<file path="config.mk">
export PLATFORM = sky130hd
export DESIGN_NAME = serial_frame_deframer_crc32
export DESIGN_NICKNAME = d
export VERILOG_FILES = /design/src/design/sfdc_pkg.sv /design/src/design/sfdc_crc8.sv /design/src/design/serial_frame_deframer_crc32.sv
export SDC_FILE = /design/constraint.sdc
export NUM_CORES = 1
export LEC_CHECK = 0
export BUFFER_PORTS_ARGS = -buffer_cell sky130_fd_sc_hd__clkbuf_2
export CAP_MARGIN = 20
export CORE_ASPECT_RATIO = 1.2
export CORE_MARGIN = 4
export CORE_UTILIZATION = 55
export DETAILED_ROUTE_END_ITERATION = 10
export GPL_TIMING_DRIVEN = 0
export PLACE_DENSITY = 0.77
export SLEW_MARGIN = 20
export SYNTH_ARGS = -nofsm -noshare
export SYNTH_HDL_FRONTEND = slang
export SYNTH_SLANG_ARGS = --single-unit
</file>
<file path="constraint.sdc">
create_clock -name aclk -period 3.3 [get_ports aclk]
set_input_delay 0.165 -clock aclk [delete_from_list [all_inputs] [get_ports aclk]]
set_output_delay 0.165 -clock aclk [all_outputs]
set_load 0.05 [all_outputs]
</file>
<file path="src/design/sfdc_pkg.sv">
// Shared constants for the serial frame deframer with CRC-32 check.
package sfdc_pkg;

    localparam logic [7:0]  SYNC_FIRST   = 8'h7E;
    localparam logic [7:0]  SYNC_SECOND  = 8'h77;

    localparam logic [31:0] CRC_POLY     = 32'hEDB8_8320;
    localparam logic [31:0] CRC_ALL_ONES = 32'hFFFF_FFFF;

    // Number of CRC bytes that close a frame
    localparam int unsigned CRC_BYTES    = 4;

    typedef logic [1:0] kind_t;
    localparam kind_t KIND_PAYLOAD = 2'd0;
    localparam kind_t KIND_GOOD    = 2'd1;
    localparam kind_t KIND_BAD     = 2'd2;

endpackage

</file>
<file path="src/design/sfdc_crc8.sv">
// Byte-wide update of the reflected CRC-32, unrolled over eight bit steps.
module sfdc_crc8 (
    input  logic [31:0] crc_in,
    input  logic [7:0]  data_in,
    output logic [31:0] crc_out
);
    import sfdc_pkg::*;

    always_comb begin
        logic [31:0] c;
        c = crc_in ^ {24'd0, data_in};
        for (int k = 0; k < 8; k++) begin
            c = (c >> 1) ^ (c[0] ? CRC_POLY : 32'd0);
        end
        crc_out = c;
    end

endmodule

</file>
<file path="src/design/serial_frame_deframer_crc32.sv">
// Top level: byte stream deframer with sync hunt, payload pass-through and CRC-32 check.
//
//  Channel | Dir | Transfer content
//  --------+-----+-----------------------------------------------------------------
//  s_      | in  | tdata[7:0] rx_byte
//  m_      | out | tuser[1:0] result_kind; tdata: byte_value, byte_index,
//          |     |   frame_command, frame_length (bits 7:0 up to 31:24)
//
// One byte per cycle sustained while m_tready does not stall the result register. A
// byte is held in the input register, then the parser and the byte-wide CRC update
// run combinationally into the result register, loaded as the parser advances.
// aresetn (synchronous, active low) returns the parser to the sync hunt.
// A stalled result holds the input register; s_tready stays high while the
// result register drains in the same cycle.
module serial_frame_deframer_crc32 (
    input  logic        aclk,
    input  logic        aresetn,

    input  logic        s_tvalid,
    output logic        s_tready,
    input  logic [7:0]  s_tdata,   // [7:0] rx_byte

    output logic        m_tvalid,
    input  logic        m_tready,
    output logic [31:0] m_tdata,   // [7:0] byte_value, [15:8] byte_index,
                                   // [23:16] frame_command, [31:24] frame_length
    output sfdc_pkg::kind_t m_tuser // [1:0] result_kind
);
    import sfdc_pkg::*;

    localparam logic [2:0] PH_HUNT1 = 3'd0;
    localparam logic [2:0] PH_HUNT2 = 3'd1;
    localparam logic [2:0] PH_CMD   = 3'd2;
    localparam logic [2:0] PH_LEN   = 3'd3;
    localparam logic [2:0] PH_DATA  = 3'd4;
    localparam logic [2:0] PH_CRC   = 3'd5;

    // input register
    logic        in_valid_reg;
    logic [7:0]  in_byte_reg;

    // parser state
    logic [2:0]  phase_reg,   phase_next;
    logic [7:0]  command_reg, command_next;
    logic [7:0]  length_reg,  length_next;
    logic [7:0]  count_reg,   count_next;
    logic [31:0] crc_reg,     crc_next;
    logic [23:0] rx_crc_reg,  rx_crc_next;   // holds the first three CRC bytes; the fourth joins them at the check

    // result register
    logic        out_valid_reg;
    kind_t       out_kind_reg,  out_kind_next;
    logic [7:0]  out_value_reg, out_value_next;
    logic [7:0]  out_index_reg, out_index_next;
    logic [7:0]  out_cmd_reg,   out_cmd_next;
    logic [7:0]  out_len_reg,   out_len_next;
    logic        emit;

    logic        advance;
    logic [7:0]  crc_data;
    logic [31:0] crc_upd;
    logic [7:0]  count_inc;

    assign advance  = in_valid_reg && (!out_valid_reg || m_tready);
    assign s_tready = !in_valid_reg || advance;

    // payload bytes go into the CRC; at the frame end the command byte closes it
    assign crc_data  = (phase_reg == PH_DATA) ? in_byte_reg : command_reg;
    assign count_inc = count_reg + 8'd1;

    sfdc_crc8 u_crc8 (
        .crc_in  (crc_reg),
        .data_in (crc_data),
        .crc_out (crc_upd)
    );

    always_comb begin
        phase_next     = phase_reg;
        command_next   = command_reg;
        length_next    = length_reg;
        count_next     = count_reg;
        crc_next       = crc_reg;
        rx_crc_next    = rx_crc_reg;
        emit           = 1'b0;
        out_kind_next  = KIND_PAYLOAD;
        out_value_next = 8'd0;
        out_index_next = 8'd0;
        out_cmd_next   = command_reg;
        out_len_next   = length_reg;

        unique case (phase_reg)
            PH_HUNT2: begin
                // a failed second sync byte is not retried as a first one
                phase_next = (in_byte_reg == SYNC_SECOND) ? PH_CMD : PH_HUNT1;
            end
            PH_CMD: begin
                command_next = in_byte_reg;
                crc_next     = CRC_ALL_ONES;
                phase_next   = PH_LEN;
            end
            PH_LEN: begin
                length_next = in_byte_reg;
                count_next  = 8'd0;
                rx_crc_next = 24'd0;
                phase_next  = (in_byte_reg == 8'd0) ? PH_CRC : PH_DATA;
            end
            PH_DATA: begin
                crc_next       = crc_upd;
                emit           = 1'b1;
                out_value_next = in_byte_reg;
                out_index_next = count_reg;
                count_next     = count_inc;
                if (count_inc >= length_reg) begin
                    count_next  = 8'd0;
                    rx_crc_next = 24'd0;
                    phase_next  = PH_CRC;
                end
            end
            PH_CRC: begin
                rx_crc_next = {rx_crc_reg[15:0], in_byte_reg};
                count_next  = count_inc;
                if (count_inc >= 8'(CRC_BYTES)) begin
                    emit          = 1'b1;
                    out_kind_next = ((crc_upd ^ CRC_ALL_ONES) == {rx_crc_reg, in_byte_reg})
                                    ? KIND_GOOD : KIND_BAD;
                    count_next    = 8'd0;
                    crc_next      = CRC_ALL_ONES;
                    phase_next    = PH_HUNT1;
                end
            end
            default: begin
                // first sync hunt; unused codes behave the same
                phase_next = (in_byte_reg == SYNC_FIRST) ? PH_HUNT2 : PH_HUNT1;
            end
        endcase
    end

    always_ff @(posedge aclk) begin
        if (!aresetn) begin
            in_valid_reg  <= 1'b0;
            out_valid_reg <= 1'b0;
            phase_reg     <= PH_HUNT1;
            command_reg   <= 8'd0;
            length_reg    <= 8'd0;
            count_reg     <= 8'd0;
            crc_reg       <= CRC_ALL_ONES;
            rx_crc_reg    <= 24'd0;
        end else begin
            if (s_tvalid && s_tready) begin
                in_valid_reg <= 1'b1;
            end else if (advance) begin
                in_valid_reg <= 1'b0;
            end

            if (advance) begin
                out_valid_reg <= emit;
                phase_reg     <= phase_next;
                command_reg   <= command_next;
                length_reg    <= length_next;
                count_reg     <= count_next;
                crc_reg       <= crc_next;
                rx_crc_reg    <= rx_crc_next;
            end else if (m_tready) begin
                out_valid_reg <= 1'b0;
            end
        end
    end

    always_ff @(posedge aclk) begin
        if (s_tvalid && s_tready) begin
            in_byte_reg <= s_tdata;
        end
        if (advance && emit) begin
            out_kind_reg  <= out_kind_next;
            out_value_reg <= out_value_next;
            out_index_reg <= out_index_next;
            out_cmd_reg   <= out_cmd_next;
            out_len_reg   <= out_len_next;
        end
    end

    assign m_tvalid = out_valid_reg;
    assign m_tuser  = out_kind_reg;
    assign m_tdata  = {out_len_reg, out_cmd_reg, out_index_reg, out_value_reg};

endmodule
</file>
Yosys cells after proc, flatten, opt, wreduce, memory -nomap -nowiden
Index checks and enable logic that the tools add are counted.

storage, ports and cells
  register bits = 127
  input port bits = 12
  output and inout bits = 36
  logic and storage cells = 85

cells by class
  $add $sub $neg = 1
  order comparisons = 2
  equal/unequal tests = 10
  muxes and demuxes = 29
  bitwise operators = 10
  reduce and logical (&&, ||, !) cells = 19

operators by type and width
  kind                                                                count
  2-to-1 mux 32 bit                                                   9
  XOR 31 x 32 -> 32 bit                                               8
  one-hot mux 32 bit (3 select lines)                                 1
  one-hot mux 24 bit (3 select lines)                                 1
  equality test 32 bit                                                1
  NOT 32 bit                                                          1
  XOR 32 x 8 -> 32 bit                                                1
  2-to-1 mux 24 bit                                                   1
  2-to-1 mux 8 bit                                                    3
  one-hot mux 8 bit (3 select lines)                                  1
  equality test 8 x 7 -> 1 bit (second input constant)                2
  one-hot mux 3 bit (5 select lines)                                  1
  AND reduction 3 bit                                                 3
  adder 8 x 1 -> 8 bit (second input constant)                        1
  greater-or-equal comparator 8 x 3 -> 1 bit (second input constant)  1
  greater-or-equal comparator 8 bit                                   1
  zero test 8 bit                                                     1
  AND reduction 2 bit                                                 4
  2-to-1 mux 1 bit                                                    7
  equality test 3 x 2 -> 1 bit (second input constant)                2
  equality test 3 bit (second input constant)                         2
  2-to-1 mux 3 bit                                                    2
  nonzero test 3 bit                                                  2
  2-to-1 mux 2 bit                                                    2
  other kinds (8)                                                     13

Longest topological paths before layout
  word-level depth = 22
  gate-level depth with buffers = 11
  gate-level depth less buffers = 10

Cells and area by module
From an unflattened synthesis, not the netlist that was laid out.

second synthesis, totals
  cell total of the unflattened synthesis = 656
  area, all modules = 6,626.4 µm²

by module, submodules not included
  module                       instances  cells each  area each (µm²)  seq. area each (µm²)
  serial_frame_deframer_crc32  1          585         5,814.3          2,962.8
  sfdc_crc8                    1          71          812.0            0.0

Worst setup path before layout
Ideal clock, no wire load.

  path kind = flip-flop to flip-flop
  start point = register count_reg[3]
  end point = register out_kind_reg[0] (netlist: m_tuser[0]) (enable)
  library setup time = 0.438 ns
  arrival time = 3.149 ns
  data required time = 2.862 ns
  path slack = -0.287 ns
  stages on the path, launching flop included = 8
  path buffers = 1
  clock period less this slack = 3.587 ns
  cell sequence = dfxtp_1 clkbuf_1 and2_1 nand4_1 xnor2_1 nor4_1 nand3b_1 a21oi_1

between the ends
  longest elaborated chain between the ends = 5

RTL lines
  what                                        line                                RTL
  start: declaration                          serial_frame_deframer_crc32.sv:46   logic [7:0] count_reg, count_next;
  start signal: assignment                    serial_frame_deframer_crc32.sv:160  count_reg <= count_next;
  adder 8 x 1 -> 8 bit                        serial_frame_deframer_crc32.sv:69   assign count_inc = count_reg + 8'd1;
  greater-or-equal comparator 8 x 3 -> 1 bit  serial_frame_deframer_crc32.sv:122  if (count_inc >= 8'(CRC_BYTES)) begin
  2-to-1 mux 1 bit                            serial_frame_deframer_crc32.sv:122
  one-hot mux 1 bit (2 select lines)          serial_frame_deframer_crc32.sv:91   unique case (phase_reg)
  logical AND 1 bit                           serial_frame_deframer_crc32.sv:173  if (advance && emit) begin
  end signal: assignment                      serial_frame_deframer_crc32.sv:174  out_kind_reg <= out_kind_next;
  end: declaration                            serial_frame_deframer_crc32.sv:52   kind_t out_kind_reg, out_kind_next;

Every way passes these cells.
A chain may end at the register's enable or synchronous reset.

Worst setup path after layout
  start point = register phase_reg[2]
  end point = register out_kind_reg[1] (netlist: m_tuser[1]) (data pin)

between the ends
  longest elaborated chain between the ends = 16
  elaborated cells on any way between the ends = 24
  classes of those cells = 3 x eq/ne; 10 x mux; 10 x bitwise; 1 x reduce/logical

RTL lines
  what                                                        line                                RTL
  start: declaration                                          serial_frame_deframer_crc32.sv:43   logic [2:0] phase_reg, phase_next;
  start signal: assignment                                    serial_frame_deframer_crc32.sv:157  phase_reg <= phase_next;
  equality test 3 bit                                         serial_frame_deframer_crc32.sv:68   assign crc_data = (phase_reg == PH_DATA) ? in_byte_reg : command_reg;
  2-to-1 mux 8 bit                                            serial_frame_deframer_crc32.sv:68
  XOR 32 x 8 -> 32 bit                                        sfdc_crc8.sv:11                     c = crc_in ^ {24'd0, data_in};
  2-to-1 mux 32 bit or XOR 31 x 32 -> 32 bit (tied branches)  sfdc_crc8.sv:13                     c = (c >> 1) ^ (c[0] ? CRC_POLY : 32'd0);
  XOR 31 x 32 -> 32 bit or 2-to-1 mux 32 bit (tied branches)  sfdc_crc8.sv:13
  XOR 31 x 32 -> 32 bit (5 in series)                         sfdc_crc8.sv:13
  2-to-1 mux 32 bit or XOR 31 x 32 -> 32 bit (tied branches)  sfdc_crc8.sv:13
  XOR 31 x 32 -> 32 bit or 2-to-1 mux 32 bit (tied branches)  sfdc_crc8.sv:13
  XOR 31 x 32 -> 32 bit                                       sfdc_crc8.sv:13
  NOT 32 bit (no source line)                                 -
  equality test 32 bit                                        serial_frame_deframer_crc32.sv:124  out_kind_next = ((crc_upd ^ CRC_ALL_ONES) == {rx_crc_reg, in_byte_reg})
  2-to-1 mux 2 bit                                            serial_frame_deframer_crc32.sv:125  ? KIND_GOOD : KIND_BAD;

Parallel ways exist; a longest one is shown, timed or not.

==> results.toml <==
[status]
status = "complete, but fails checks"
failed_checks = "negative setup slack"

[sta]
timing.final.max_slew_violations = 0
hold_violations = 0
layout_worst_path_cycle_share_pct = 106
max_slew_margin_pct = 47.1
layout_min_cycle_time_ps = 3510
grt_setup_unrepaired = "true"
worst-slew-pin-transition_ps = 793
final-setup-viol-count = 2
finClkSkew_ps = 9.44
fmax_mhz = 285
post-route-worst-setup-slack_ps = -213

[drt]
detail_route.drc_violations = 0
ant_nets = 0
vias = 6274
wirelength_um = 23100
first_iter_violations = 860
wl_per_cell_um = 23.9
avgViaCountPerCell = 6.50
detailedRoute.firstPassIterationCount = 7

[layout]
share_of_final_layout_standard_cells_stronger_than_drive_strength_1_pct = 24.3
finish.net_count = 812
largest_reg_flops = 32
num_antenna_cells = 0
layout-area-overhead-vs-synth_pct = 27.3
filler_cell_count = 786
final_cell_count_no_fill = 965
finalInstanceArea_um2 = 8790

[logic_synthesis]
synthTopCellsByArea = "dfxtp_1, edfxtp_1, xnor2_1"
postSynthNetCount = 694
yosys_most_used_dff = "dfxtp_1"
number_of_cells_produced_by_synthesis = 673
synth.yosys.seq_area_share_pct = 42.9
syn-cell-area_um2 = 6910
post_synth.cell_area_avg_um2 = 10.3
synth_top_area_share_pct = 24.6
synthArstFlopShare_pct = 0
flip_flop_and_latch_count_after_synthesis = 127
synthDistinctLibCells = 64
yosys_warnings = 0
synth_enable_flop_cells = 42
synthDominantAreaCellType = "dfxtp_1"

[clock_tree]
clock-sinks = 127
clk_tree_root_cell = "clkbuf_16"
clk-insertion-delay-late_ps = 440
largest_buffer_count_on_any_clock_path = 2
number_of_clock_buffers_inserted_by_tritoncts = 17
h-tree-depth = 4
clock_tree_from_tritoncts = "yes"
cts.reportedPaths.clkPinSlew_ps = 60

[worst_setup_path]
critical_path.max_fanout = 8
delay_of_the_slowest_cell_on_the_worst_path_ps = 510
critPathLaunchType = "flop"
criticalPathCategory = "reg2reg"
crit_buf_inv = 3
timing.critical_path.arrival_ps = 3710
cpLargestDelayFamily = "XOR/XNOR gates"
worstPathCellList = "or3b_4 > buf_12 > a21oi_4 > xnor2_4 > xnor3_2 > buf_4 > xnor2_2 > xnor2_1 > and4_1 > nand4_1 > buf_4 > o21ba_1"
worst_path_most_repeated_cell = "buf_4"
critical_path_required_ps = 3500
cell_at_the_slowest_stage_of_the_critical_path = "xnor3_2"
end_kind = "flop"

[floorplanning]
coreArea_um2 = 12200
design.die.area_um2 = 14400
pin_count = 48
fp.dieH_um = 131
rows = 44
initial_core_util_pct = 56.5
die_width_um = 110

[flow_run]
cap_violations = 0

[hold_path]
worst_hold_path_type = "in2reg"

[placed_design]
hpwlAfterDp_um = 12900
place.detailed.instances = 881
io_buffer_count = 46
globalplace.congestion = 0.913
post_dp_cell_area_um2 = 7380

[power_and_ir_drop]
power_report.internal_total_mw = 2.78
switching_power_mw = 0.881
vdd_drop_max_mv = 0.284
power_per_cell_area_nw_per_um2 = 417
power.sequential.fraction_pct = 44.7
sw_frac_of_total_pct = 24.0
power.share.clock_pct = 52.9
power_frac_comb_pct = 2.4
p_leak_nw = 3.48

[global_route]
grt_antenna_before_repair = 0
vias_in_the_first_global_route = 5978
grt_usage_pct = 29.8
globalRouteOverflowTotal = 0
first_pass_grt_wire_length_um = 32200
grt_start_max_net_pins = 24
==> layer usage <==
metal	GRT usage, %	share of wire, %
met1	34.5	35
met2	49.7	47
met3	5.65	10
met4	20.1	7.7
met5	0	0
==> per-stage QoR <==
| step | setup TNS, ps | hold WS [ps] | utilization, % | setup slack, ps | power [mW] |
|---|---|---|---|---|---|
| global route | -581 | 131 | 71.9 | -303 | 3.73 |
| detailed placement | -6250 | 345 | 60.4 | -359 | 1.74 |
| floorplan | 0 | 264 | - | 122 | 1.71 |
| global placement | -11730 | 345 | 60.1 | -344 | 1.74 |
| finish | -373 | 104 | 71.9 | -213 | 3.67 |
| CTS | -65.1 | 102 | 69.2 | -65.1 | 3.63 |
==> repair_timing <==
item	4_1_cts	5_1_grt
hold endpoints to repair	9	0
setup buffers	25	20
setup endpoints to repair	58	60
pin swaps	12	21
hold buffers	9	0
resized for setup	31	33
==> final timing paths <==
| kind | from | end | slack, ps | cells past startpoint |
|---|---|---|---|---|
| worst max-delay path | phase_reg[2]$_SDFFE_PN0P_ | m_tuser[1]$_SDFFCE_PN0P_ | -210 | 12 |
| worst min-delay path | m_tready | m_tvalid$_SDFFE_PN0P_ | 100 | 3 |
| worst max register to register | phase_reg[2]$_SDFFE_PN0P_ | m_tuser[1]$_SDFFCE_PN0P_ | -210 | 12 |
| worst min register to register | length_reg[2]$_SDFFE_PN0P_ | out_len_reg[2]$_DFFE_PP_ | 460 | 0 |
==> worst min-delay path, stage by stage <==
cell	delay (ps)
clkbuf_2	80
nor2b_1	60
o21a_1	190
==> synthesized netlist by cell type (3+ instances only) <==
cell type and number:
a21boi_0 28, a21o_1 5, a21oi_1 18, a31oi_1 5
and2_1 12, and3_1 5, and4bb_2 3, clkbuf_1 38
dfxtp_1 85, edfxtp_1 42, ha_1 9, inv_1 15
mux2i_1 10, mux2i_4 3, nand2_1 46, nand2b_1 5
nand3_1 16, nand4_1 27, nor2_1 40, nor2b_1 10
nor3_1 11, nor3b_1 4, nor4_1 5, o211ai_1 3
o21ai_0 46, o22ai_1 19, or2_2 3, or4_1 4
xnor2_1 69, xnor2_2 8, xnor2_4 4, xnor3_1 17
xor2_1 18
==> power groups by stage <==
stage,clock network (mW),logic [mW],registers [mW]
3_3_place_gp,0,0.0722,1.67
4_1_cts,1.91,0.0824,1.64
3_5_place_dp,0,0.0732,1.67
2_1_floorplan,0,0.0472,1.66
6_report,1.94,0.0883,1.64
5_1_grt,2.00,0.0914,1.64
==> cells by family after synthesis <==
logic type	synth area share, %
xor gates and xnor gates	20.4
and+or+nand+nor	15.3
muxes	2.75
adders and majority gates	1.63
AOI/OAI and AO/OA	13.7
DFF	42.9
buffers and inverters	3.30
==> cell type report <==
class | count | area (um^2) | share of cell area (%)
multi-input cells | 488 | 4070 | 46.3
flip-flops and latches | 127 | 2970 | 33.7
repair buffers | 101 | 718 | 8.17
clock buffers | 17 | 425 | 4.84
well taps | 161 | 201 | 2.29
inverters | 16 | 60.1 | 0.683
plain buffers | 40 | 178 | 2.02
clock inverters | 15 | 174 | 1.98
==> placed cells by master (no fill, tap or decap), types with 6 or more instances in the layout <==
cell type | netlist | final
nor2_1 | 40 | 40
mux2i_1 | 10 | 8
nand3_1 | 16 | 15
edfxtp_1 | 42 | 42
clkbuf_16 | 0 | 17
dfxtp_1 | 85 | 83
ha_1 | 9 | 9
a21boi_0 | 28 | 28
xor2_1 | 18 | 15
and2_1 | 12 | 12
xnor2_2 | 8 | 10
clkbuf_2 | 1 | 53
dlygate4sd3_1 | 0 | 9
xnor2_4 | 4 | 12
xnor2_1 | 69 | 59
nor3_1 | 11 | 10
o22ai_1 | 19 | 19
o21ai_0 | 46 | 46
inv_1 | 15 | 15
nand2_1 | 46 | 45
clkbuf_1 | 38 | 29
inv_6 | 0 | 6
nand4_1 | 27 | 27
nor2b_1 | 10 | 10
a21oi_1 | 18 | 16
xnor3_1 | 17 | 13
buf_4 | 0 | 41
Note: power is estimated with default switching activity, not from simulation.
